### src/rtl/steq_pkg.sv
`timescale 1ns / 1ps
// steq_pkg: shared widths, defaults and the command record for the
// sorted table equal-range search block; no dependencies
package steq_pkg;

    // field widths of the input and result transfers
    localparam int KEY_W      = 48;
    localparam int TAG_W      = 32;
    localparam int ENTRY_IX_W = 10;
    localparam int COUNT_W    = 11;

    // defaults for the top level parameters
    localparam int DEF_TABLE_DEPTH = 1024;
    localparam int DEF_MAX_MATCHES = 16;

    // command queue between front and engine
    localparam int QUEUE_DEPTH = 2;

    typedef enum logic {
        OP_LOAD  = 1'b0,
        OP_QUERY = 1'b1
    } op_t;

    // classified item handed from the front to the engine
    typedef struct packed {
        op_t                   op;
        logic [ENTRY_IX_W-1:0] index;
        logic [KEY_W-1:0]      start;
        logic [KEY_W-1:0]      value;   // stored end value or searched key
        logic [TAG_W-1:0]      tag;
    } cmd_t;

endpackage

### src/rtl/steq_if.sv
`timescale 1ns / 1ps
// steq_req_if and steq_rsp_if: valid/ready channels for input items and
// result items; depends on steq_pkg for field widths

interface steq_req_if;
    import steq_pkg::*;

    logic                  valid;
    logic                  ready;
    logic                  mode;
    logic [ENTRY_IX_W-1:0] entry_index;
    logic [KEY_W-1:0]      entry_start;
    logic [KEY_W-1:0]      entry_end;
    logic [KEY_W-1:0]      query_key;
    logic [TAG_W-1:0]      query_tag;

    modport source (
        output valid, mode, entry_index, entry_start, entry_end, query_key, query_tag,
        input  ready
    );
    modport sink (
        input  valid, mode, entry_index, entry_start, entry_end, query_key, query_tag,
        output ready
    );
endinterface


### src/rtl/steq_front.sv
`timescale 1ns / 1ps
// steq_front: accepts input transfers, classifies them into load or query
// commands and queues them for the engine; depends on steq_pkg, steq_if
module steq_front (
    input  logic            clk,
    input  logic            rst_n,
    steq_req_if.sink        req,
    output logic            cmd_valid,
    input  logic            cmd_ready,
    output steq_pkg::cmd_t  cmd
);
    import steq_pkg::*;

    localparam int PTR_W  = (QUEUE_DEPTH > 1) ? $clog2(QUEUE_DEPTH) : 1;
    localparam int FILL_W = $clog2(QUEUE_DEPTH + 1);

    cmd_t              q_mem [QUEUE_DEPTH];
    logic [PTR_W-1:0]  wr_ptr_reg;
    logic [PTR_W-1:0]  rd_ptr_reg;
    logic [FILL_W-1:0] fill_reg;
    cmd_t              cls_cmd;
    logic              push;
    logic              pop;

    // classify the incoming item
    always_comb
    begin
        cls_cmd.op    = req.mode ? OP_QUERY : OP_LOAD;
        cls_cmd.index = req.entry_index;
        cls_cmd.start = req.entry_start;
        cls_cmd.value = req.mode ? req.query_key : req.entry_end;
        cls_cmd.tag   = req.query_tag;
    end

    // queue handshakes
    assign req.ready = (fill_reg != FILL_W'(QUEUE_DEPTH));
    assign push      = req.valid && req.ready;
    assign cmd_valid = (fill_reg != '0);
    assign pop       = cmd_valid && cmd_ready;
    assign cmd       = q_mem[rd_ptr_reg];

    // queue storage
    always_ff @(posedge clk)
    begin
        if (push)
        begin
            q_mem[wr_ptr_reg] <= cls_cmd;
        end
    end

    // queue pointers and fill level
    always_ff @(posedge clk or negedge rst_n)
    begin
        if (!rst_n)
        begin
            wr_ptr_reg <= '0;
            rd_ptr_reg <= '0;
            fill_reg   <= '0;
        end
        else
        begin
            if (push)
            begin
                wr_ptr_reg <= (wr_ptr_reg == PTR_W'(QUEUE_DEPTH - 1)) ? '0 : wr_ptr_reg + 1'b1;
            end
            if (pop)
            begin
                rd_ptr_reg <= (rd_ptr_reg == PTR_W'(QUEUE_DEPTH - 1)) ? '0 : rd_ptr_reg + 1'b1;
            end
            if (push && !pop)
            begin
                fill_reg <= fill_reg + 1'b1;
            end
            else if (pop && !push)
            begin
                fill_reg <= fill_reg - 1'b1;
            end
        end
    end

endmodule

### src/flat_wrapper.sv
// flat-port wrapper written by rule: the top's interface ports become plain ports
module steq_front_flat import steq_pkg::*;
  (clk, rst_n, cmd_valid, cmd_ready, cmd, req_valid, req_mode, req_entry_index, req_entry_start, req_entry_end, req_query_key, req_query_tag, req_ready);
  steq_req_if req_i ();
  input  logic clk;
  input  logic rst_n;
  output logic cmd_valid;
  input  logic cmd_ready;
  output steq_pkg::cmd_t cmd;
  input wire logic [$bits(req_i.valid)-1:0] req_valid;
  input wire logic [$bits(req_i.mode)-1:0] req_mode;
  input wire logic [$bits(req_i.entry_index)-1:0] req_entry_index;
  input wire logic [$bits(req_i.entry_start)-1:0] req_entry_start;
  input wire logic [$bits(req_i.entry_end)-1:0] req_entry_end;
  input wire logic [$bits(req_i.query_key)-1:0] req_query_key;
  input wire logic [$bits(req_i.query_tag)-1:0] req_query_tag;
  output wire logic [$bits(req_i.ready)-1:0] req_ready;
  assign req_i.valid = req_valid;
  assign req_i.mode = req_mode;
  assign req_i.entry_index = req_entry_index;
  assign req_i.entry_start = req_entry_start;
  assign req_i.entry_end = req_entry_end;
  assign req_i.query_key = req_query_key;
  assign req_i.query_tag = req_query_tag;
  assign req_ready = req_i.ready;
  steq_front u_core (.clk(clk), .rst_n(rst_n), .req(req_i), .cmd_valid(cmd_valid), .cmd_ready(cmd_ready), .cmd(cmd));
endmodule
### config.mk
export PLATFORM = sky130hd
export DESIGN_NAME = steq_front_flat
export DESIGN_NICKNAME = d
export VERILOG_FILES = /design/src/rtl/steq_pkg.sv /design/src/rtl/steq_if.sv /design/src/rtl/steq_front.sv /design/src/flat_wrapper.sv
export SDC_FILE = /design/constraint.sdc
export NUM_CORES = 1
export LEC_CHECK = 0
export BUFFER_PORTS_ARGS = -buffer_cell sky130_fd_sc_hd__buf_2
export CAP_MARGIN = 10
export CORE_MARGIN = 2
export CORE_UTILIZATION = 52
export DETAILED_ROUTE_END_ITERATION = 16
export PLACE_DENSITY = 0.8
export SLEW_MARGIN = 20
export SYNTH_ARGS = -nofsm -noshare
export SYNTH_HDL_FRONTEND = slang
export SYNTH_SLANG_ARGS = --single-unit
export TNS_END_PERCENT = 20
### constraint.sdc
create_clock -name clk -period 8.1 [get_ports clk]
set_clock_uncertainty 0.05 [all_clocks]
set_input_delay 0.405 -clock clk [delete_from_list [all_inputs] [get_ports clk]]
set_output_delay 0.405 -clock clk [all_outputs]
set_load 0.01 [all_outputs]
# Word level (Yosys, flattened, before mapping)
# Memories as Yosys holds them, arrays and structs flattened.
# Index checks and enable logic that the tools add are counted.
# op_classes
n_reduce_logical,8
add_sub_neg,4
eq_ne,1
n_mux,8
# op_table
op,n
2-to-1 mux 48 bit,1
2-to-1 mux 1 bit,5
logical AND 1 bit,4
2-to-1 mux 2 bit,2
nonzero test 2 bit,2
"adder 1 bit, second input constant",2
"adder 2 x 1 -> 2 bit, second input constant",1
logical NOT 1 bit,2
"inequality test 2 bit, second input constant",1
"subtractor 2 x 1 -> 2 bit, second input constant",1
# word_totals
ram_bits,278
wordCells,25
n_memories,1
output_inout_bits,141
ff_bits,4
in_bits,191
# mem_list
name,depth,word_bits,read_ports,rd_ports_with_merged_regs,wr,line,text
u_core.q_mem,2,139,1,0,1,steq_front.sv:17,cmd_t q_mem [QUEUE_DEPTH];

# Longest topological paths before layout
# logic_depth
word_depth,6
depth_mapped,7
mapped_depth_nobuf,7

# Worst setup path before layout
# No wires, ideal clock.
# synth_timing
path_kind,reg-to-reg
startpoint,register u_core.fill_reg[0]
endpoint,memory u_core.q_mem[0][0] in the netlist's numbering (enable)
setup_ps,639
path_stages_with_launch,4
slack_ps,938
arrival_time_ps,6472
cell_sequence,dfrtp_1 > nand2b_1 > nand2_1 > nor2_1
# synth_between
elab_chain_cells,4
# synth_rtl
element,line,text
start: declaration,steq_front.sv:20,logic [FILL_W-1:0] fill_reg;
start signal: assignment,steq_front.sv:72,fill_reg <= fill_reg + 1'b1;
start signal: assignment,steq_front.sv:76,fill_reg <= fill_reg - 1'b1;
inequality test 2 bit,steq_front.sv:36,assign req.ready = (fill_reg != FILL_W'(QUEUE_DEPTH));
named net req_ready,flat_wrapper.sv:17,output wire logic [$bits(req_i.ready)-1:0] req_ready;
logical AND 1 bit,steq_front.sv:37,assign push = req.valid && req.ready;
2-to-1 mux 1 bit,steq_front.sv:45,if (push)
2-to-1 mux 1 bit (implied by the code),steq_front.sv:47,q_mem[wr_ptr_reg] <= cls_cmd;
end: declaration,steq_front.sv:17,
# The timed path passes the listed nets, and every way through them passes these cells.

==> results.cfg <==
[synth]
yosysUniqueCellTypes = 17
yosysMostFrequentCell = edfxtp_1
ys_top_cells_by_count = edfxtp_1 (278), mux2_4 (100), mux2_2 (87), buf_6 (11), buf_2 (6)
synth_edf_count = 278
synthArstFlopShare_pct = 1.418
syn-num-nets = 696
synth-seq-cells = 282
avgSynthCellArea_um2 = 22.25
synth_seq_area_share_pct = 75.33
synth.area.top_cells = edfxtp_1 (74%), mux2_4 (13%), mux2_2 (8.7%)
synth_top_area_cell = edfxtp_1
yosys_warnings = 0
syn-cell-area_um2 = 11210
synth_ff_type = edfxtp_1
synth_top_area_share_pct = 74.44
netlist_instances = 504

[global_route]
grt_pass1_vias = 6104
grt_use_met3_pct = 4.428
top_usage_layer = met2
grt_max_degree = 73
grt_pass1_wl_mm = 32.20
grt_use_met2_pct = 32.77
gr-usage-met1_pct = 22.94
grt_use_total_pct = 18.68
antenna_found_initial = 2
grt_overflow_total = 0

[clock_network]
cts_tree = done
htreeDepth = 1
cts-buffers-inserted = 28
clock-sinks = 282
clock-root-buffer = clkbuf_16
clk_path_buf_depth = 3
cts.clk_slew.worst_paths_ns = 0.06
clock_latency_ns = 0.53
cts_setup_buffers = 0

[route]
vias_per_cell = 5.016
drtIter0Drc = 274
drt-pass1-iter-count = 4
drc = 0
drt-total-wl_mm = 22.26
wire_per_inst_um = 18.82
vias = 5934
antenna_left = 0

[sta]
worst_slew_pin_slew_ns = 1.029
max_freq_mhz = 314.2
fin_crit_ns = 3.182
rsz0062_at_grt = no
final.setup.tns_ns = 0
maxSlewViolCount = 0
hold_violations = 0
setup_viol = 0
max_slew_margin_pct = 31.40
post-route-period-util_pct = 39.29

[pwr]
powerDensity_nw_per_um2 = 342.4
power.leakage_nw = 5.747
vdd_drop_max_mv = 0.2235

[die]
die_w_um = 150.9
die_h_um = 150.9
pin_count = 332
start_util_pct = 53.18
die_area_um2 = 22760
coreArea_um2 = 21090
row_count = 53

[worst_setup_path]
arrival_ns = 2.73
worstSetupPathType = reg -> out
critPathLaunchType = flip-flop
cp-end-kind = output port
crit_required_ns = 7.65
cp_max_fo = 59

[cells_and_area]
largest_reg_flops = 278
nNetsFinal = 1077
drive_gt1_share_pct = 62.51
area_growth_pct = 27.68
fin_area_um2 = 14320

[placement]
placed_area_um2 = 13090
io_buffers = 331
gp_congestion = 0.7534
dp_hpwl_mm = 14.54

[status]
status = completed

[worst_hold_path]
hp-class = in -> reg

[run]
drv_cap = 0
-- area by class of cell --
type | count | area [µm²]
antenna | 1 | 2.502
clock buffer | 37 | 755.7
clock inverter | 15 | 125.1
fill | 1423 | 6769
inverter | 1 | 3.754
multi-input combinational | 200 | 2584
sequential | 282 | 8452
tap | 275 | 344.1
timing repair buffer | 372 | 2052
-- placed cells by master, fill, tap and decap left out, drive strengths merged --
cell         count
nand2b           1
clkinv          11
nand2            2
and3             1
mux2           187
ha               1
or2              1
clkinvlp         1
diode            1
inv              2
xnor2            3
dfrtp            4
dlygate4sd3     35
clkbuf          37
nor2             2
bufinv           2
xor2             2
edfxtp         278
buf            337
-- power breakdown --
part	switching [W]	total [W]	internal, W	leakage (nW)
sequential	0.000110	0.00212	0.00201	2.63
clock	0.000503	0.00122	0.000718	0.431
combinational	0.000787	0.00156	0.000777	2.69
total	0.00140	0.00490	0.00350	5.75
-- worst paths after layout --
path	start	to	slack [ns]	depth (start not counted)
min in group asynchronous	rst_n	u_core.fill_reg[1]	0.18	2
worst max-delay path	u_core.rd_ptr_reg	cmd[0]	4.92	3
worst min-delay path	req_query_tag[28]	u_core.q_mem[1][28]	0.02	1
worst max register to register	u_core.fill_reg[0]	u_core.q_mem[0][36]	5.16	5
worst min register to register	u_core.fill_reg[1]	u_core.fill_reg[1]	0.46	1
max in group asynchronous	rst_n	u_core.rd_ptr_reg	7.67	2
-- cell families after synthesis --
logic type                 share of synthesized area, %
xor gates and xnor gates                         0.3906
adders and majority gates                        0.1116
buffers and inverters                             1.740
DFF                                               75.33
muxes                                             22.12
and+or+nand+nor                                  0.3014
-- per-layer routing --
layer  share of wire [%]  up-vias  wire (µm)
met4                 3.0        0        667
met1                  38     2862       8506
met3                 8.1       47       1811
met2                  51      267      11280
met5                   0        -          0
li1                    -     2758          -
-- worst max-delay path: stages (launching register included) --
cell     delay (ns)
dfrtp_4        0.70
buf_4          0.83
mux2_2         0.43
buf_2          0.14
-- through the flow --
| step | setup slack (ns) | std cells | utilization (%) | total power, W | hold slack (ns) |
|---|---|---|---|---|---|
| after floorplan | 0.9385 | 504 | - | 0.003258 | 0.05941 |
| after global placement | 5.179 | 1095 | 62.05 | 0.003679 | 0.1790 |
| after detailed placement | 5.118 | 1095 | 62.05 | 0.003722 | 0.1790 |
| after CTS | 4.858 | 1181 | 67.84 | 0.004964 | 0.0002481 |
| after global routing | 4.810 | 1183 | 67.90 | 0.005135 | 0.002110 |
| final | 4.918 | 1183 | 67.90 | 0.004903 | 0.01949 |
-- what timing repair did --
item	4_1_cts	5_1_grt
hold buffers	34	1
gates resized for setup	0	0
endpoints found under the hold margin	69	2
Power figures use the tool's default switching activity.
